===== config.mk =====
export PLATFORM = sky130hd
export DESIGN_NAME = diffie_hellman_key_exchange_core
export DESIGN_NICKNAME = d
export VERILOG_FILES = /design/src/design/dhke_pkg.sv /design/src/design/dhke_modmul.sv /design/src/design/dhke_datapath.sv /design/src/design/dhke_ctrl.sv /design/src/design/diffie_hellman_key_exchange_core.sv
export SDC_FILE = /design/constraint.sdc
export NUM_CORES = 1
export LEC_CHECK = 0
export BUFFER_PORTS_ARGS = -buffer_cell sky130_fd_sc_hd__buf_2
export CELL_PAD_IN_SITES_DETAIL_PLACEMENT = 1
export CELL_PAD_IN_SITES_GLOBAL_PLACEMENT = 1
export CORE_MARGIN = 4
export CORE_UTILIZATION = 45
export CTS_BUF_LIST = sky130_fd_sc_hd__clkbuf_8
export DETAILED_ROUTE_END_ITERATION = 16
export PLACE_DENSITY_LB_ADDON = 0.1
export SLEW_MARGIN = 20
export SYNTH_ARGS = -nofsm -noshare
export SYNTH_HDL_FRONTEND = slang
export SYNTH_SLANG_ARGS = --single-unit

===== constraint.sdc =====
create_clock -name clock -period 9 [get_ports clock]
set_input_delay 0.45 -clock clock [delete_from_list [all_inputs] [get_ports clock]]
set_output_delay 0.45 -clock clock [all_outputs]
set_load 0.03 [all_outputs]

===== src/design/dhke_pkg.sv =====
`default_nettype none
// ---------------------------------------------------------------------------
// dhke_pkg
// Shared widths, operation codes and the command and status bundles of the
// key exchange core.
// ---------------------------------------------------------------------------
package dhke_pkg;

   localparam int MOD_WIDTH = 16;
   localparam int EXP_WIDTH = 16;
   localparam int CNT_WIDTH = (MOD_WIDTH > 1) ? $clog2(MOD_WIDTH) : 1;

   localparam int REQ_DATA_WIDTH = 2 * EXP_WIDTH;
   localparam int RSP_DATA_WIDTH = 3 * MOD_WIDTH;
   localparam int CSR_ADDR_WIDTH = 1;

   localparam logic [CSR_ADDR_WIDTH-1:0] CSR_PRIME_MODULUS = 1'd0;
   localparam logic [CSR_ADDR_WIDTH-1:0] CSR_GENERATOR     = 1'd1;

   localparam logic [MOD_WIDTH-1:0] MODULUS_RESET   = MOD_WIDTH'(2);
   localparam logic [MOD_WIDTH-1:0] GENERATOR_RESET = MOD_WIDTH'(1);

   // Which exponentiation is in progress.
   typedef logic [1:0] pow_sel_type;
   localparam pow_sel_type POW_PUBLIC_A = 2'd0;
   localparam pow_sel_type POW_PUBLIC_B = 2'd1;
   localparam pow_sel_type POW_SHARED   = 2'd2;

   // Modular multiply operations; the operation also names the destination.
   typedef logic [1:0] mul_op_type;
   localparam mul_op_type MUL_REDUCE = 2'd0;  // sq     <= 1 * base mod p
   localparam mul_op_type MUL_RESULT = 2'd1;  // result <= result * sq mod p
   localparam mul_op_type MUL_SQUARE = 2'd2;  // sq     <= sq * sq mod p

   typedef struct packed {
      logic        load;
      logic        pow_init;
      logic        mul_start;
      mul_op_type  mul_op;
      logic        shift_exp;
      logic        store;
      logic        publish;
      pow_sel_type pow_sel;
   } dp_cmd_type;

   typedef struct packed {
      logic mul_done;
      logic exp_zero;
      logic exp_next_zero;
      logic exp_lsb;
   } dp_status_type;

endpackage
`default_nettype wire


===== src/design/dhke_modmul.sv =====
`default_nettype none
// ---------------------------------------------------------------------------
// dhke_modmul
// Serial modular multiplier: one bit of the multiplier per cycle, doubling
// and conditional addition each reduced by a single compare and subtract.
// ---------------------------------------------------------------------------
module dhke_modmul (
   input  wire                           clock,
   input  wire                           reset,
   input  wire                           start,
   input  wire [dhke_pkg::MOD_WIDTH-1:0] x,
   input  wire [dhke_pkg::MOD_WIDTH-1:0] y,
   input  wire [dhke_pkg::MOD_WIDTH-1:0] m,
   output logic                          done,
   output logic [dhke_pkg::MOD_WIDTH-1:0] product
);
   import dhke_pkg::*;

   logic                 busy_ff, busy_in;
   logic                 done_ff, done_in;
   logic [CNT_WIDTH-1:0] cnt_ff, cnt_in;
   logic [MOD_WIDTH-1:0] acc_ff, acc_in;
   logic [MOD_WIDTH-1:0] x_ff, x_in;
   logic [MOD_WIDTH-1:0] y_ff, y_in;
   logic [MOD_WIDTH-1:0] m_ff, m_in;
   logic [MOD_WIDTH-1:0] dbl;
   logic [MOD_WIDTH-1:0] sum;

   // Both operands are below m, so the sum is below 2m.
   function automatic logic [MOD_WIDTH-1:0] add_mod(input logic [MOD_WIDTH-1:0] a,
                                                    input logic [MOD_WIDTH-1:0] b,
                                                    input logic [MOD_WIDTH-1:0] md);
      logic [MOD_WIDTH-1:0] gap;
      gap = md - b;
      if (a >= gap) begin
         return a - gap;
      end
      return a + b;
   endfunction

   always_comb begin
      dbl = add_mod(acc_ff, acc_ff, m_ff);
      sum = y_ff[MOD_WIDTH-1] ? add_mod(dbl, x_ff, m_ff) : dbl;
   end

   always_comb begin
      busy_in = busy_ff;
      done_in = 1'b0;
      cnt_in  = cnt_ff;
      acc_in  = acc_ff;
      x_in    = x_ff;
      y_in    = y_ff;
      m_in    = m_ff;
      if (start) begin
         busy_in = 1'b1;
         cnt_in  = CNT_WIDTH'(MOD_WIDTH - 1);
         acc_in  = '0;
         x_in    = x;
         y_in    = y;
         m_in    = m;
      end else if (busy_ff) begin
         acc_in = sum;
         y_in   = {y_ff[MOD_WIDTH-2:0], 1'b0};
         cnt_in = cnt_ff - 1'b1;
         if (cnt_ff == '0) begin
            busy_in = 1'b0;
            done_in = 1'b1;
         end
      end
   end

   always_ff @(posedge clock) begin
      if (reset) begin
         busy_ff <= 1'b0;
         done_ff <= 1'b0;
      end else begin
         busy_ff <= busy_in;
         done_ff <= done_in;
      end
      cnt_ff <= cnt_in;
      acc_ff <= acc_in;
      x_ff   <= x_in;
      y_ff   <= y_in;
      m_ff   <= m_in;
   end

   assign done    = done_ff;
   assign product = acc_ff;

endmodule
`default_nettype wire


===== src/design/dhke_datapath.sv =====
`default_nettype none
// ---------------------------------------------------------------------------
// dhke_datapath
// Configuration registers, exponent and accumulator registers, the shared
// modular multiplier and the result register.
// ---------------------------------------------------------------------------
module dhke_datapath (
   input  wire                                clock,
   input  wire                                reset,
   input  wire                                csr_wr_en,
   input  wire [dhke_pkg::CSR_ADDR_WIDTH-1:0] csr_addr,
   input  wire [dhke_pkg::MOD_WIDTH-1:0]      csr_wdata,
   input  wire [dhke_pkg::REQ_DATA_WIDTH-1:0] req_tdata,
   input  wire dhke_pkg::dp_cmd_type          cmd,
   output dhke_pkg::dp_status_type            status,
   output logic [dhke_pkg::RSP_DATA_WIDTH-1:0] rsp_tdata
);
   import dhke_pkg::*;

   logic [MOD_WIDTH-1:0]      modulus_ff, generator_ff;
   logic [MOD_WIDTH-1:0]      m_ff, g_ff;
   logic [EXP_WIDTH-1:0]      sec_a_ff, sec_b_ff;
   logic [EXP_WIDTH-1:0]      exp_ff;
   logic [MOD_WIDTH-1:0]      result_ff, sq_ff;
   logic [MOD_WIDTH-1:0]      pa_ff, pb_ff;
   mul_op_type                op_ff;
   logic [RSP_DATA_WIDTH-1:0] rsp_ff;

   logic [MOD_WIDTH-1:0] base;
   logic [MOD_WIDTH-1:0] mul_x, mul_y;
   logic                 mul_done;
   logic [MOD_WIDTH-1:0] mul_product;

   assign base = (cmd.pow_sel == POW_SHARED) ? pb_ff : g_ff;

   always_comb begin
      case (cmd.mul_op)
         MUL_REDUCE: begin
            mul_x = MOD_WIDTH'(1);
            mul_y = base;
         end
         MUL_RESULT: begin
            mul_x = result_ff;
            mul_y = sq_ff;
         end
         MUL_SQUARE: begin
            mul_x = sq_ff;
            mul_y = sq_ff;
         end
         default: begin
            mul_x = sq_ff;
            mul_y = sq_ff;
         end
      endcase
   end

   dhke_modmul u_modmul (
      .clock   (clock),
      .reset   (reset),
      .start   (cmd.mul_start),
      .x       (mul_x),
      .y       (mul_y),
      .m       (m_ff),
      .done    (mul_done),
      .product (mul_product)
   );

   always_ff @(posedge clock) begin
      if (reset) begin
         modulus_ff   <= MODULUS_RESET;
         generator_ff <= GENERATOR_RESET;
      end else if (csr_wr_en) begin
         if (csr_addr == CSR_PRIME_MODULUS) begin
            modulus_ff <= csr_wdata;
         end
         if (csr_addr == CSR_GENERATOR) begin
            generator_ff <= csr_wdata;
         end
      end
   end

   always_ff @(posedge clock) begin
      if (cmd.load) begin
         sec_a_ff <= req_tdata[EXP_WIDTH-1:0];
         sec_b_ff <= req_tdata[2*EXP_WIDTH-1:EXP_WIDTH];
         m_ff     <= modulus_ff;
         g_ff     <= generator_ff;
      end
      if (cmd.mul_start) begin
         op_ff <= cmd.mul_op;
      end
      if (cmd.pow_init) begin
         exp_ff    <= (cmd.pow_sel == POW_PUBLIC_B) ? sec_b_ff : sec_a_ff;
         result_ff <= MOD_WIDTH'(1);
      end else if (cmd.shift_exp) begin
         exp_ff <= exp_ff >> 1;
      end
      if (mul_done) begin
         if (op_ff == MUL_RESULT) begin
            result_ff <= mul_product;
         end else begin
            sq_ff <= mul_product;
         end
      end
      if (cmd.store) begin
         if (cmd.pow_sel == POW_PUBLIC_A) begin
            pa_ff <= result_ff;
         end
         if (cmd.pow_sel == POW_PUBLIC_B) begin
            pb_ff <= result_ff;
         end
      end
      // The shared key is the last result; a modulus below two gives all zeros.
      if (cmd.publish) begin
         if (m_ff < MOD_WIDTH'(2)) begin
            rsp_ff <= '0;
         end else begin
            rsp_ff <= {result_ff, pb_ff, pa_ff};
         end
      end
   end

   always_comb begin
      status.mul_done      = mul_done;
      status.exp_zero      = (exp_ff == '0);
      status.exp_next_zero = ((exp_ff >> 1) == '0);
      status.exp_lsb       = exp_ff[0];
   end

   assign rsp_tdata = rsp_ff;

endmodule
`default_nettype wire


===== src/design/dhke_ctrl.sv =====
`default_nettype none
// ---------------------------------------------------------------------------
// dhke_ctrl
// Sequencer for the three right-to-left square-and-multiply exponentiations
// and the handshakes on both streams.
// ---------------------------------------------------------------------------
module dhke_ctrl (
   input  wire                      clock,
   input  wire                      reset,
   input  wire                      req_tvalid,
   output logic                     req_tready,
   output logic                     rsp_tvalid,
   input  wire                      rsp_tready,
   output dhke_pkg::dp_cmd_type     cmd,
   input  wire dhke_pkg::dp_status_type status
);
   import dhke_pkg::*;

   localparam logic [3:0] ST_IDLE     = 4'd0;
   localparam logic [3:0] ST_POW_INIT = 4'd1;
   localparam logic [3:0] ST_WAIT_RED = 4'd2;
   localparam logic [3:0] ST_CHECK    = 4'd3;
   localparam logic [3:0] ST_WAIT_RES = 4'd4;
   localparam logic [3:0] ST_SHIFT    = 4'd5;
   localparam logic [3:0] ST_WAIT_SQ  = 4'd6;
   localparam logic [3:0] ST_STORE    = 4'd7;
   localparam logic [3:0] ST_FINISH   = 4'd8;

   logic [3:0]  state_ff, state_in;
   pow_sel_type sel_ff, sel_in;
   logic        rsp_valid_ff, rsp_valid_in;

   always_comb begin
      state_in     = state_ff;
      sel_in       = sel_ff;
      rsp_valid_in = rsp_valid_ff && !rsp_tready;
      cmd          = '0;
      cmd.pow_sel  = sel_ff;
      cmd.mul_op   = MUL_REDUCE;
      case (state_ff)
         ST_IDLE: begin
            if (req_tvalid) begin
               cmd.load = 1'b1;
               sel_in   = POW_PUBLIC_A;
               state_in = ST_POW_INIT;
            end
         end
         ST_POW_INIT: begin
            cmd.pow_init  = 1'b1;
            cmd.mul_start = 1'b1;
            cmd.mul_op    = MUL_REDUCE;
            state_in      = ST_WAIT_RED;
         end
         ST_WAIT_RED: begin
            if (status.mul_done) begin
               state_in = ST_CHECK;
            end
         end
         ST_CHECK: begin
            if (status.exp_zero) begin
               state_in = ST_STORE;
            end else if (status.exp_lsb) begin
               cmd.mul_start = 1'b1;
               cmd.mul_op    = MUL_RESULT;
               state_in      = ST_WAIT_RES;
            end else begin
               state_in = ST_SHIFT;
            end
         end
         ST_WAIT_RES: begin
            if (status.mul_done) begin
               state_in = ST_SHIFT;
            end
         end
         ST_SHIFT: begin
            cmd.shift_exp = 1'b1;
            if (status.exp_next_zero) begin
               state_in = ST_STORE;
            end else begin
               cmd.mul_start = 1'b1;
               cmd.mul_op    = MUL_SQUARE;
               state_in      = ST_WAIT_SQ;
            end
         end
         ST_WAIT_SQ: begin
            if (status.mul_done) begin
               state_in = ST_CHECK;
            end
         end
         ST_STORE: begin
            cmd.store = 1'b1;
            if (sel_ff == POW_SHARED) begin
               state_in = ST_FINISH;
            end else begin
               sel_in   = sel_ff + 1'b1;
               state_in = ST_POW_INIT;
            end
         end
         ST_FINISH: begin
            // The result register is loaded once the previous item has left it.
            if (!rsp_valid_ff || rsp_tready) begin
               cmd.publish  = 1'b1;
               rsp_valid_in = 1'b1;
               state_in     = ST_IDLE;
            end
         end
         default: begin
            state_in = ST_IDLE;
         end
      endcase
   end

   always_ff @(posedge clock) begin
      if (reset) begin
         state_ff     <= ST_IDLE;
         sel_ff       <= POW_PUBLIC_A;
         rsp_valid_ff <= 1'b0;
      end else begin
         state_ff     <= state_in;
         sel_ff       <= sel_in;
         rsp_valid_ff <= rsp_valid_in;
      end
   end

   assign req_tready = (state_ff == ST_IDLE);
   assign rsp_tvalid = rsp_valid_ff;

endmodule
`default_nettype wire


===== src/design/diffie_hellman_key_exchange_core.sv =====
`default_nettype none
// ---------------------------------------------------------------------------
// diffie_hellman_key_exchange_core
// Computes both public values and the shared key of a key exchange.
// ---------------------------------------------------------------------------
// Each item carries two private exponents. With the configured modulus p and
// generator g the core returns g^secret_a mod p, g^secret_b mod p and
// public_b^secret_a mod p; a modulus below two gives all-zero results. The
// three exponentiations run one after another through a single serial modular
// multiplier that handles one multiplier bit per cycle. An exponentiation costs
// one base reduction plus, for every exponent bit up to the highest set one, an
// optional multiply and, except after the last bit, a square; with an all-ones
// exponent that is 32 multiplies. The result of an item is therefore offered
// far sooner for small exponents than for large ones, and the next item can be
// accepted in the same cycle that the result is offered. One item is worked on
// at a time; the next is taken while a finished result still waits on the
// result stream, and it stalls before its own result only if that earlier
// result has still not left. Configuration writes take effect for the next item.
module diffie_hellman_key_exchange_core (
   input  wire                                 clock,
   input  wire                                 reset,
   input  wire                                 csr_wr_en,
   input  wire [dhke_pkg::CSR_ADDR_WIDTH-1:0]  csr_addr,
   input  wire [dhke_pkg::MOD_WIDTH-1:0]       csr_wdata,
   input  wire                                 req_tvalid,
   output logic                                req_tready,
   input  wire [dhke_pkg::REQ_DATA_WIDTH-1:0]  req_tdata,   // secret_a, secret_b
   output logic                                rsp_tvalid,
   input  wire                                 rsp_tready,
   output logic [dhke_pkg::RSP_DATA_WIDTH-1:0] rsp_tdata    // public_a, public_b, shared_key
);
   import dhke_pkg::*;

   dp_cmd_type    cmd;
   dp_status_type status;

   dhke_ctrl u_ctrl (
      .clock      (clock),
      .reset      (reset),
      .req_tvalid (req_tvalid),
      .req_tready (req_tready),
      .rsp_tvalid (rsp_tvalid),
      .rsp_tready (rsp_tready),
      .cmd        (cmd),
      .status     (status)
   );

   dhke_datapath u_datapath (
      .clock     (clock),
      .reset     (reset),
      .csr_wr_en (csr_wr_en),
      .csr_addr  (csr_addr),
      .csr_wdata (csr_wdata),
      .req_tdata (req_tdata),
      .cmd       (cmd),
      .status    (status),
      .rsp_tdata (rsp_tdata)
   );

endmodule
`default_nettype wire

* After elaboration in Yosys (flattened, before gate mapping)
Cells that the tools add are included.
** Storage, ports and cells
- Flip-flop bits (word level) :: 303
- Output and inout bits :: 50
** Cells by class
- $add $sub $neg :: 8
- Order comparisons :: 3
- Equality and inequality tests :: 17
- Mux-type cells :: 47
- Bitwise operators :: 3
- Reduce and logical (&&, ||, !) cells :: 22
** Operators by type and width (number)
- $mux 16 :: 15
- $sub 16x16->16 :: 4
- $add 16x16->16 :: 2
- $ge 16x16->1 :: 2
- $logic_not 16->1 :: 2
- $pmux 16 s2 :: 1
- $pmux 4 s8 :: 1
- $mux 4 :: 5
- $mux 1 :: 17
- $eq 4x3->1 const B :: 4
- $lt 16x2->1 const B :: 1
- $reduce_and 2->1 :: 5
- $mux 3 :: 3
- $pmux 3 s3 :: 1
- $eq 4x2->1 const B :: 2
- $logic_not 4->1 :: 2
- $eq 2x1->1 const B :: 3
- $mux 2 :: 3
- $ne 2x1->1 const B :: 3
- $reduce_bool 2->1 :: 3
- $eq 4x1->1 const B :: 1
- $eq 4x4->1 const B :: 1
- $logic_not 2->1 :: 2
- $ne 2x2->1 const B :: 2
- 12 further kinds :: 15

* Logic depth before layout (Yosys ltp)
Gate-level depths: netlist of the first run.
- Depth in word-level cells :: 8
- Mapped depth :: 39
- Depth with buffers taken out :: 37

* Hierarchy
From an unflattened synthesis of the first run, not the netlist that was laid out.
** Unflattened totals
- Cell total of the unflattened synthesis :: 1443
- Area total of the unflattened synthesis :: 15695.1 um2
** By module, submodules not included
- dhke_datapath :: times used 1, cells an instance 601, area an instance 8426.8 um2, sequential area each 6306.0 um2
- dhke_modmul :: times used 1, cells an instance 785, area an instance 6822.8 um2, sequential area each 1881.8 um2
- dhke_ctrl :: times used 1, cells an instance 57, area an instance 445.4 um2, sequential area each 140.1 um2

* Worst setup path before layout of the first run
No wires, ideal clock.
- Kind :: register -> register
- Start :: register u_datapath.u_modmul.m_ff[0]
- End :: register u_datapath.u_modmul.acc_ff[1] (netlist: u_datapath.u_modmul.product[1])
- Library setup time :: 0.114 ns
- Arrival :: 6.733 ns
- Path slack :: 2.153 ns
- Cell stages (with the launch flop) :: 38
- Path buffers :: 2
- Cells stage by stage :: edfxtp_1 inv_1 ha_1 inv_1 fa_1 a21o_1 a21oi_1 o21ai_0 a21oi_1 o21ai_0 a21oi_1 o21bai_1 a21oi_1 o21ai_0 a21o_1 a21oi_1 xor2_1 ha_1 [2 not listed] a21boi_2 nor2_1 clkbuf_1 o21ai_0 ha_1 a21o_1 a21o_1 a21o_1 a21o_1 a21oi_1 nor2_1 o21ai_0 nand2_1 nor2_2 buf_6 mux2i_1 a21oi_1 a21o_1
** Between the ends
- Cells in the longest elaborated chain, start to end :: 8
** Ends and longest elaborated chain
- start: declaration :: line dhke_modmul.sv:25 : logic [MOD_WIDTH-1:0] m_ff, m_in;
- start signal: assignment :: line dhke_modmul.sv:84 : m_ff <= m_in;
- $sub 16x16->16 :: line dhke_modmul.sv:34 : gap = md - b;
- $sub 16x16->16 or $ge 16x16->1 (tied branches) :: line dhke_modmul.sv:36, dhke_modmul.sv:35
- $mux 16 or $mux 1 (tied branches) :: line dhke_modmul.sv:35 : if (a >= gap) begin
- $mux 16 :: line dhke_modmul.sv:38 : return a + b;
- $sub 16x16->16 or $ge 16x16->1 (tied branches) :: line dhke_modmul.sv:36, dhke_modmul.sv:35
- $mux 16 or $mux 1 (tied branches) :: line dhke_modmul.sv:35
- $mux 16 :: line dhke_modmul.sv:38
- $mux 16 * :: line dhke_modmul.sv:43 : sum = y_ff[MOD_WIDTH-1] ? add_mod(dbl, x_ff, m_ff) : dbl;
- end signal: assignment :: line dhke_modmul.sv:81 : acc_ff <= acc_in;
- end: declaration :: line dhke_modmul.sv:22 : logic [MOD_WIDTH-1:0] acc_ff, acc_in;
Every way passes the cells marked *; elsewhere a longest branch is shown, timed or not. The select of a mux whose other input is x is not followed.
A chain may end at the register's enable or synchronous reset.

* Worst setup path after layout of the first run
Same ends and word-level chain as after synthesis.

==> results of run 1 <==
-- worst max-delay path, delay by kind of cell (launching register included) --
family / cells / cell delay [ns]
compound gates: 21 / 4.21
simple gates: 6 / 1.25
xor+xnor: 1 / 0.09
buf+inv: 4 / 0.64
mux: 1 / 0.23
flops: 1 / 0.41
fa+ha+maj: 4 / 1.35
-- power breakdown --
group          switching (mW)  internal (mW)  total [mW]  leakage (nW)
combinational            2.09           1.27        3.37          3.38
sequential              0.114           1.65        1.76          2.81
clock                   0.570          0.725        1.29         0.620
total                    2.78           3.64        6.42          6.81
-- cell families after synthesis --
family                   after synthesis
flip-flops                           303
adder cells (fa/ha/maj)               85
multiplexers                          36
AO/OA/AOI/OAI                        364
buffers and inverters                133
AND/OR/NAND/NOR                      417
XOR/XNOR                              65
-- flip-flops by register name (all words and copies together) (netlist names), 16 cells and up --
signal / flops
u_datapath.exp_ff: 16
u_datapath.pb_ff: 16
u_datapath.g_ff: 16
u_datapath.generator_ff: 16
u_datapath.u_modmul.product: 16
u_datapath.u_modmul.m_ff: 16
u_datapath.rsp_tdata: 48
u_datapath.result_ff: 16
u_datapath.u_modmul.x_ff: 16
u_datapath.sec_b_ff: 16
u_datapath.modulus_ff: 16
u_datapath.sq_ff: 16
u_datapath.m_ff: 16
u_datapath.sec_a_ff: 16
u_datapath.pa_ff: 16
u_datapath.u_modmul.y_ff: 16
-- area by class of cell --
type / count / share of cell area [%]
clock inverter: 40 / 1.85
inverter: 79 / 1.72
timing repair buffer: 119 / 3.70
tap: 442 / 3.22
clock buffer: 56 / 4.48
sequential: 303 / 48.4
multi-input combinational: 967 / 36.6
-- per-layer routing --
metal	track usage, %	routed length [um]	part of all wire (%)	up-vias
met5	0	0	0	-
met4	6.10	992	2.4	0
met3	3.27	2050	4.9	56
met2	37.7	19700	47	261
met1	31.7	19300	46	5428
li1	-	-	-	5344
-- worst max path at each step --
stage                                                 to  slack, ns  depth (start not counted)
after floorplan           u_datapath.u_modmul.product[1]       2.15                         37
after global placement    u_datapath.u_modmul.product[1]       0.86                         37
after detailed placement  u_datapath.u_modmul.product[1]       0.63                         37
after CTS                 u_datapath.u_modmul.product[1]       0.58                         37
after global routing      u_datapath.u_modmul.product[1]       0.08                         35
final                     u_datapath.u_modmul.product[1]       0.72                         37
-- placed cells by master (no fill, tap or decap), types with 5 or more instances in the layout --
cell / n
sky130_fd_sc_hd__buf_2: 103
sky130_fd_sc_hd__mux2i_1: 35
sky130_fd_sc_hd__a22o_1: 18
sky130_fd_sc_hd__inv_1: 94
sky130_fd_sc_hd__a31oi_1: 14
sky130_fd_sc_hd__nand4_1: 7
sky130_fd_sc_hd__a21oi_1: 126
sky130_fd_sc_hd__o211ai_1: 10
sky130_fd_sc_hd__nor4_1: 10
sky130_fd_sc_hd__o22ai_1: 8
sky130_fd_sc_hd__a21o_1: 27
sky130_fd_sc_hd__buf_4: 16
sky130_fd_sc_hd__and2_1: 56
sky130_fd_sc_hd__xnor2_1: 36
sky130_fd_sc_hd__nand3_1: 38
sky130_fd_sc_hd__a211oi_1: 5
sky130_fd_sc_hd__clkbuf_8: 56
sky130_fd_sc_hd__o31ai_1: 6
sky130_fd_sc_hd__nand2b_1: 14
sky130_fd_sc_hd__clkinv_2: 12
sky130_fd_sc_hd__nor3_1: 16
sky130_fd_sc_hd__and3_1: 12
sky130_fd_sc_hd__nor2b_1: 10
sky130_fd_sc_hd__nor2_1: 63
sky130_fd_sc_hd__nand2_1: 155
sky130_fd_sc_hd__xor2_1: 29
sky130_fd_sc_hd__o21ai_0: 108
sky130_fd_sc_hd__ha_1: 77
sky130_fd_sc_hd__bufinv_16: 5
sky130_fd_sc_hd__dfxtp_1: 77
sky130_fd_sc_hd__clkinv_1: 5
sky130_fd_sc_hd__edfxtp_1: 226
sky130_fd_sc_hd__o21bai_1: 5
-- repair_timing --
action                                  in CTS  in global routing
gates resized for setup                      0                  2
hold buffers                                 0                  0
endpoints found under the setup margin       0                 11
==> results summary, run 1 <==
The flow ran to the end, and the final reports show no timing, DRC or antenna violations. The remaining antenna violation count after routing came out at 0. Summing all multi-input logic gate instances after layout gives 6290 um2. The number of H-tree branching levels is 2. The routed wire length per instance is 21.0 um. Cells with a size suffix above 1 make up 13.9% of the layout. The initial antenna violation count is 0. In this run the vertical extent of the chip is 191 um. Across the routed clock network, the largest skew measured is 0.0349 ns. The number of placed cells counting well taps came out at 1910. The adder-cell share of the synthesized area came out at 7.12%.

The number of global-route vias before repair came out at 11500. The most used standard cell by instance count after synthesis is sky130_fd_sc_hd__edfxtp_1. The summed area of non-filler cells in the final layout is 17200 um2. The number of sinks on the clock net came out at 303. STA classifies the critical path endpoint as a register. The number of buffers created by CTS is 51.

Measured against its own limit, the worst slew margin works out to 27.7%. The worst-case IR drop observed on VDD is 0.143 mV. Before antenna repair, the detailed router went through 5 iterations. CTS placed an instance of sky130_fd_sc_hd__clkbuf_8 at the clock tree root. The static power due to leakage came out at 6.81 nW. The per-instance average area after synthesis is 10.8 um2. The placed instance area is 16100 um2. The non-filler instance count after layout came out at 2006. The die width came out at 191 um. STA puts the critical path data required time at 9.46 ns. The number of distinct library cell variants in the gate-level netlist after synthesis came out at 71. The final setup slack of the worst path came out at 0.718 ns. In this run the worst setup path begins at u_datapath.u_modmul.m_ff[0]. Ranked by total cell area, the synthesized netlist is headed by sky130_fd_sc_hd__edfxtp_1, sky130_fd_sc_hd__dfxtp_1, sky130_fd_sc_hd__ha_1, sky130_fd_sc_hd__a21oi_1, sky130_fd_sc_hd__nand2_1. The share of the core filled with cells is 52.4%.

At the pin with the least slew margin, the transition time is 1.08 ns. Setup repair after global routing left no endpoint under its margin. The worst hold path terminates at u_datapath.sec_b_ff[8].

The number of register bits inferred by synthesis is 303. The gate count of the mapped netlist is 1403. The overall routed net length came out at 42000 um. The number of I/O port buffers came out at 103. The site row count came out at 66. The post-place setup slack is 0.626 ns.

Compared with the post-synthesis result, the final layout area differs by 13.9%. The commonest cells after synthesis are sky130_fd_sc_hd__edfxtp_1, sky130_fd_sc_hd__nand2_1, sky130_fd_sc_hd__a21oi_1, sky130_fd_sc_hd__o21ai_0, sky130_fd_sc_hd__inv_1. The startpoint identified for the worst register-to-register timing path is u_datapath.u_modmul.m_ff[0]. The number of antenna diodes in the final layout is 0. After layout, the design draws a total of 6.42 mW. The most common flop cell mapped by yosys is sky130_fd_sc_hd__edfxtp_1. The area share of the largest cell type after synthesis came out at 44.9%.

The starting utilization of the core area is 46.1%. The cell type contributing the most total cell area after synthesis is sky130_fd_sc_hd__edfxtp_1. The post-synthesis share of cell area spent on and, or, nand and nor gates is 13.5%. The number of cells on the worst hold path came out at 1.

Entering global routing, the biggest net connects 65 pins. The max-slew violation count came out at 0. In this run the deepest clock path goes through 3 buffers. The global router's overall resource usage came out at 22.8%.

The count of maximum capacitance violations is 0. The number of nets in the final layout came out at 1655. The die area came out at 36500 um2. The total half-perimeter wirelength after legalization and detailed placement is 31600 um.

Summing all flip-flop and latch instances after layout gives 8330 um2. The worst setup path is of the register to register kind. The number of primary I/O pins is 104. The peak clock frequency supported by timing is 0.121 GHz.

The total nets after synthesis is 1537. The clock input transition at the sequential cells of the worst setup and hold paths came out at 0.06 ns. The worst hold path belongs to the class primary input to register.

The average via count per standard cell came out at 5.53. For this run, asynchronously set or reset flops after synthesis account for 0%. The post-route minimum period came out at 8.28 ns.

The overall overflow remaining after global route came out at 0. The mapped netlist covers 15100 um2. After detailed routing, the number of remaining DRC violations is 0. The core area is 32800 um2. In this run the critical register-to-register path is captured at u_datapath.u_modmul.product[1]. In this run the worst path has a maximum fanout of 27.

Multiplexer cells account for 2.39% of the synthesized area. The number of buffers inserted to repair setup after CTS came out at 0. The number of enable-type register cells in the synthesized netlist came out at 226. For this run, the slowest stage of the critical path takes 0.44 ns. The count of endpoints failing setup in the final report came out at 0.

The first-pass GRT wire length came out at 64700 um. The kind of start point of the critical path is a register. After routing, the total negative slack on setup checks comes to 0 ns. By area, the combinational part of the netlist is dominated by compound AO/OA/AOI/OAI gates.

After the first detailed-routing iteration, the DRC count stood at 790. TritonCTS built the clock tree. For the worst setup path, the data arrival time is 8.74 ns.

The worst hold path begins at req_tdata[24]. The routability congestion estimate from global placement came out at 0.933. The detailed router placed 11100 vias in this run. The number of cells on the worst reg-to-reg path came out at 37. Across all hold checks on the routed design, the worst slack comes to 0.0611 ns. The reg2reg setup slack came out at 0.72 ns.

The count of synthesis-stage warnings from yosys is 0. The total power per unit cell area is 373 nW/um2. The synthesized-area fraction occupied by ao, oa, aoi and oai cells is 14.7%. On the critical path, the stage with the largest delay is an instance of sky130_fd_sc_hd__fa_1. Of the available clock period, the critical path in the final layout requires 92.0%. The number of fill cells is 3603. The total count of hold-check failures in the final report came out at 0.

Clock latency on the worst-skew pair, taken at its later pin, is 0.58 ns. Of the total synthesized cell area, the portion taken by XOR and XNOR cells is 3.77%. The sequential element share of the synthesized area is 55.2%.
(Power assumes the default switching activity.)
==> run 2: changes to the inputs <==
--- a/config.mk
+++ b/config.mk
@@ -13,2 +13,3 @@
 export CTS_BUF_LIST = sky130_fd_sc_hd__clkbuf_8
+export CTS_CLUSTER_DIAMETER = 120
 export DETAILED_ROUTE_END_ITERATION = 16
==> constraint.sdc (replaced) <==
create_clock -name clock -period 9 [get_ports clock]
set_input_delay 0 -clock clock [delete_from_list [all_inputs] [get_ports clock]]
set_output_delay 0 -clock clock [all_outputs]
set_load 0.03 [all_outputs]
==> run 2 against run 1 <==
Via count is 3.4% higher; power increased by 0.55%; core utilization is 1.6 points higher; non-clock buffer count rose by 53; register-to-register slack better by 0.02 ns; critical endpoint unchanged; combinational power about the same; clock skew fell by 0.0036 ns; worst setup slack better by 0.017 ns; largest power group unchanged.
==> results summary, run 2 (synthesis results as in run 1) <==
For this run, design rule violations remaining after detail routing come to 0. The data arrival time of the critical path is 8.72 ns. The power after layout is 6.46 mW. The worst-margin pin slew came out at 1.09 ns. The flow ran to the end, and the final reports show no timing, DRC or antenna violations. The worst hold path was traced through 4 stages. The final critical path takes up 91.8% of the cycle. In the layout the commonest cells are sky130_fd_sc_hd__edfxtp_1, sky130_fd_sc_hd__nand2_1, sky130_fd_sc_hd__a21oi_1.

The initial antenna violation count was 1. After detailed routing, the number of vias per cell comes to 5.56. The slowest stage of the critical path belongs to the cell sky130_fd_sc_hd__fa_1. Clock skew on the completed layout was measured at 0.0313 ns. For hold timing, the worst endpoint is u_datapath.modulus_ff[12]. The cell sitting at the root of the clock tree is a sky130_fd_sc_hd__clkbuf_8.

The maximum clock insertion buffer count came out at 3. In this run the tightest slew margin relative to its limit is 26.9%. The number of sinks on the clock net is 303. The most common library cell in the layout ignoring fill and taps is sky130_fd_sc_hd__edfxtp_1. Setup violations remaining at the end of the flow were counted as 0. The insertion delay to the later sink of the worst-skew pair is 0.58 ns. Along the worst path, the maximum fanout reaches 27. The overall overflow remaining after global route is 0. STA classifies the critical path startpoint as a register.

TritonCTS built the clock tree. The routed wire length per instance is 21.7 um. In the final design database the tool counted 1708 nets. The setup TNS is 0 ns. The global router's overall resource usage came out at 24.2%. The flip-flop and latch area came out at 8330 um2. The detailed router finished its first iteration with 847 violations. The post-route minimum period came out at 8.27 ns.

The first-pass GRT wire length is 68400 um. The die width is 191 um. The detailed-routing iteration count for the pre-antenna-repair pass is 5. 104 I/O pins were placed. The worst setup path is of the register to register kind. The final layout contains routed wiring with a total length of 44700 um. The total count of hold-check failures in the final report is 0. The number of buffers created by CTS is 51. Summing all multi-input logic gate instances after layout gives 6290 um2. The max-slew violation count came out at 0. The peak clock frequency supported by timing came out at 0.121 GHz. Entering global routing, the biggest net connects 65 pins.

The number of global-route vias before repair is 11900. The tightest min-delay check is of the primary input to register type. The endpoint identified for the worst register-to-register timing path is u_datapath.u_modmul.product[1].

The endpoint class of the critical path is a register. In this run, placement finished with an instance count of 1910. The routability congestion estimate from global placement is 0.933. The floorplan step set the die height to 191 um. For this run, the slowest stage of the critical path takes 0.44 ns. The reg2reg setup slack is 0.73 ns.

STA puts the critical path data required time at 9.46 ns. The maximum vdd drop is 0.144 mV. The remaining antenna violation count after routing is 0. Setup repair after global routing left no endpoint under its margin. The count of maximum capacitance violations is 0. The flip-flop count of the largest register, all copies and words added is 48. The clock input transition at the sequential cells of the worst setup and hold paths is 0.06 ns. The finished layout holds 2060 standard cells, fillers aside. The startpoint of the lowest-slack hold path is csr_wr_en.

The starting utilization of the core area is 46.1%. The die area is 36500 um2. The number of I/O port buffers is 103.

Counting cells, the worst reg-to-reg path comes to 37. The share of the core filled with cells came out at 54.1%. The H-tree generated during clock tree synthesis spans 2 levels. The synthesis-to-layout area growth is 17.4%. The number of fill cells came out at 3573. The startpoint of the worst-slack reg-to-reg timing path is u_datapath.u_modmul.m_ff[0]. The routed via count is 11500. The wire-length estimate of the detail-placed layout is 31600 um. The total power per unit cell area is 364 nW/um2. The site row count is 66. For this design the static power due to leakage is 7.03 nW. Cells with a size suffix above 1 make up 13.5% of the layout. The number of buffers inserted to repair setup after CTS is 0.

The core region is 32800 um2.
[run 2: final cells by class]
class,count,area share (%)
Sequential cell,303,47.0
Multi-Input combinational cell,967,35.5
Timing Repair Buffer,172,6.58
Clock buffer,56,4.35
Tap cell,442,3.12
Clock inverter,40,1.79
Inverter,79,1.67
Antenna cell,1,0.0141
[run 2: worst max path at each step]
| stage | depth (start not counted) | to | start |
|---|---|---|---|
| floorplan | 37 | u_datapath.u_modmul.product[1] | u_datapath.u_modmul.m_ff[0] |
| global placement | 37 | u_datapath.u_modmul.product[1] | u_datapath.u_modmul.m_ff[0] |
| detailed placement | 37 | u_datapath.u_modmul.product[1] | u_datapath.u_modmul.m_ff[0] |
| CTS | 37 | u_datapath.u_modmul.product[1] | u_datapath.u_modmul.m_ff[0] |
| global route | 35 | u_datapath.u_modmul.product[1] | u_datapath.u_modmul.product[1] |
| finish | 37 | u_datapath.u_modmul.product[1] | u_datapath.u_modmul.m_ff[0] |
[run 2: worst max-delay path: cells and delay by family (launching register included)]
family	cells	cell delay (ns)
AO/OA/AOI/OAI	21	4.20
XOR/XNOR	1	0.09
adder cells (fa/ha/maj)	4	1.35
buffers and inverters	4	0.64
flip-flops	1	0.41
multiplexers	1	0.23
AND/OR/NAND/NOR	6	1.23
[run 2: per-layer routing]
layer | track usage [%] | vias up | wire length, um
li1 | - | 5456 | -
met1 | 32.9 | 5654 | 19800
met4 | 6.22 | 0 | 1070
met5 | 0 | - | 0
met2 | 41.4 | 289 | 21600
met3 | 3.21 | 64 | 2190
[run 2: power by group]
part           switching [mW]  internal, mW  leakage, nW  total (mW)
combinational            2.10          1.29         3.60        3.39
sequential              0.116          1.65         2.81        1.76
clock                   0.581         0.725        0.620        1.31
total                    2.80          3.66         7.03        6.46
[run 2: what timing repair did]
item	in CTS	in global routing
endpoints found under the setup margin	0	11
gates resized for setup	0	2
hold endpoints to repair	69	0
hold buffers	53	0
[run 2: metrics by stage]
stage,area (um2),hold WS (ns),setup WS (ns)
final,17700,0.0264,0.735
after global routing,17700,0.0304,0.0836
after CTS,17700,0.0428,0.583
after detailed placement,16100,0.178,0.626
after global placement,16100,0.177,0.863
after floorplan,15100,0.0989,2.15
==> run 3: changes to the inputs <==
Clock period 9 ns to 9.1 ns, I/O delays scaled along.
==> run 3 against run 2 <==
Via count shrank 0.10%; fmax shrank 0.95%; die area unchanged; design area shrank 0.35%; power is 2.5% lower; core utilization decreased by 0.19 points; critical path type unchanged; largest power group unchanged.
==> results summary, run 3 (synthesis results as in run 1) <==
For this block, wires on met1 add up to 19900 um. The antenna diode count is 0. In the layout the commonest cells are sky130_fd_sc_hd__edfxtp_1, sky130_fd_sc_hd__nand2_1, sky130_fd_sc_hd__a21oi_1. For this configuration, the core starts out at a cell density of 46.1%. Wire segments on met2 add up to 21400 um in the final route. Setup repair after global routing left no endpoint under its margin.

The routed design has 44300 um of wire. The remaining antenna violation count after routing came out at 0. The clock network power share came out at 18.6%. The required arrival time at the worst endpoint came out at 9.59 ns. The share of post-route cells with drive strength above 1 is 12.8%.

The max-slew violation count is 0. Summed over all nets, wire length on met3 after detailed routing comes to 1950 um. The maximum vdd drop is 0.136 mV. The initial antenna violation count came out at 1. The worst pin sits at a relative slew slack of 29.0%.

The average via count per standard cell came out at 5.56. The sequential share of power is 27.7%. After detailed routing, the average wire length per cell comes to 21.5 um. The area growth from synthesis to layout is 17.0%. The number of primary I/O pins came out at 104. The number of sinks on the clock net came out at 303. The detailed-routing iteration count for the pre-antenna-repair pass is 4. The data arrival time of the critical path came out at 8.84 ns.

The final setup slack of the worst path came out at 0.755 ns. The root buffer cell chosen for the clock tree is sky130_fd_sc_hd__clkbuf_8. The count of maximum capacitance violations is 0.

The run finished with clean final reports. The longest clock path from root to sink contains 3 buffers. The global router's overall resource usage came out at 24.3%.

The first-pass GRT wire length is 68700 um. The routed via count came out at 11500. TritonCTS built the clock tree. The flip-flop count of the largest register, all copies and words added came out at 48. The die covers 36500 um2.

In the routed design, unresolved DRC markers number 0. STA classifies the critical path endpoint as a register. In this run the top signal layer used is met5. The maximum cell stage delay along the critical path came out at 0.45 ns. The worst clock skew on the final layout came out at 0.0299 ns. The share of the clock period used by the worst path after layout came out at 91.7%.

STA classifies the critical path startpoint as a register. The setup TNS is 0 ns. In this run the power spent charging and discharging nets is 2.78 mW. With fillers left out, the area of the finished cells amounts to 17700 um2.

After clock tree synthesis, the clock-pin slew on the worst setup and hold paths is 0.07 ns. Net switching is 44.2% of the power. Among all stages on the critical path, the largest delay is contributed by sky130_fd_sc_hd__dfxtp_1. The total power per unit cell area is 356 nW/um2. The number of buffers created by CTS is 50.

Combinational logic burns 53.7% of the power. The post-route minimum period is 8.34 ns. The number of H-tree branching levels is 2. The static power due to leakage is 7.00 nW. The cell-internal power came out at 3.51 mW. After global routing the overflow that remains totals 0. The site row count is 66.

At the pin with the least slew margin, the transition time is 1.07 ns. The number of nets in the final layout came out at 1713. The number of I/O port buffers is 103. The worst hold path belongs to the class primary input to register.

The number of global-route vias before repair came out at 12000. The library cell used most frequently in the layout, excluding fill and tap cells, is sky130_fd_sc_hd__edfxtp_1. The placed instance area came out at 16100 um2. The floorplan step set the die height to 191 um. The peak clock frequency supported by timing is 0.120 GHz. The initial DRC count came out at 714. The total count of hold-check failures in the final report came to 0. The die width came out at 191 um. The post-place setup slack came out at 0.667 ns. The core area is 32800 um2. The highest net fanout along the worst path is 17. The count of endpoints failing setup in the final report came out at 0.

The type of the worst setup path is register to register. Entering global routing, the biggest net connects 65 pins. Detailed placement ended at an HPWL of 31900 um.

The congestion estimate from routability-driven global placement came to 0.870. The insertion delay to the later sink of the worst-skew pair is 0.59 ns. Once layout is complete, the utilization of the core stands at 53.9%.
[run 3: changes by cell type in the layout (fill, tap and decap cells not counted), sizes merged]
cell | previous run | this run
dlygate4sd3 | 53 | 58
clkbuf | 56 | 53
inv | 96 | 100
clkinv | 17 | 15
bufinv | 5 | 2
diode | 1 | 0
buf | 119 | 120
[run 3: metrics by stage]
step	hold slack, ns	cells	total power [mW]
after floorplan	0.0989	1403	4.19
after global placement	0.177	1911	5.02
after detailed placement	0.178	1911	5.07
after CTS	0.0221	2061	6.27
after global routing	0.101	2061	6.77
final	0.0769	2061	6.30
[run 3: path summary, 6_finish.rpt]
kind / from / to / slack, ns / cells after the start
max: u_datapath.u_modmul.product[0] / u_datapath.u_modmul.product[11] / 0.76 / 36
min: csr_wr_en / u_datapath.modulus_ff[4] / 0.08 / 4
max reg2reg: u_datapath.u_modmul.product[0] / u_datapath.u_modmul.product[11] / 0.76 / 36
min reg2reg: u_datapath.m_ff[0] / u_datapath.u_modmul.m_ff[0] / 0.42 / 0
[run 3: repair_timing]
action                                  4_1_cts  5_1_grt
endpoints found under the hold margin        70        0
endpoints found under the setup margin        0       12
setup buffers                                 0        0
hold buffers                                 58        0
resized for setup                             0        2
[run 3: worst max-delay path, delay by kind of cell, from the launching register on]
family | cells | cell delay, ns
compound gates | 21 | 4.22
mux | 1 | 0.28
flops | 1 | 0.45
fa+ha+maj | 4 | 1.38
xor+xnor | 1 | 0.09
buf+inv | 3 | 0.48
simple gates | 6 | 1.33
[run 3: cell type report]
| type | instances | area, um2 |
|---|---|---|
| fill | 3590 | 15100 |
| multi-input combinational | 967 | 6290 |
| tap | 442 | 553 |
| clock buffer | 53 | 729 |
| clock inverter | 39 | 245 |
| timing repair buffer | 178 | 1220 |
| inverter | 79 | 297 |
| sequential | 303 | 8330 |
[run 3: power groups by stage]
stage          Clock, mW  Combinational, mW  Sequential [mW]
2_1_floorplan          0               2.48             1.71
3_3_place_gp           0               3.25             1.77
3_5_place_dp           0               3.30             1.77
4_1_cts             1.19               3.34             1.74
5_1_grt             1.27               3.76             1.75
6_report            1.17               3.38             1.74
[run 3: per-layer routing]
metal  GRT usage, %  vias up
met5          0.137        -
met2           41.6      264
li1               -     5454
met3           3.80       71
met1           32.4     5660
met4           6.33        2
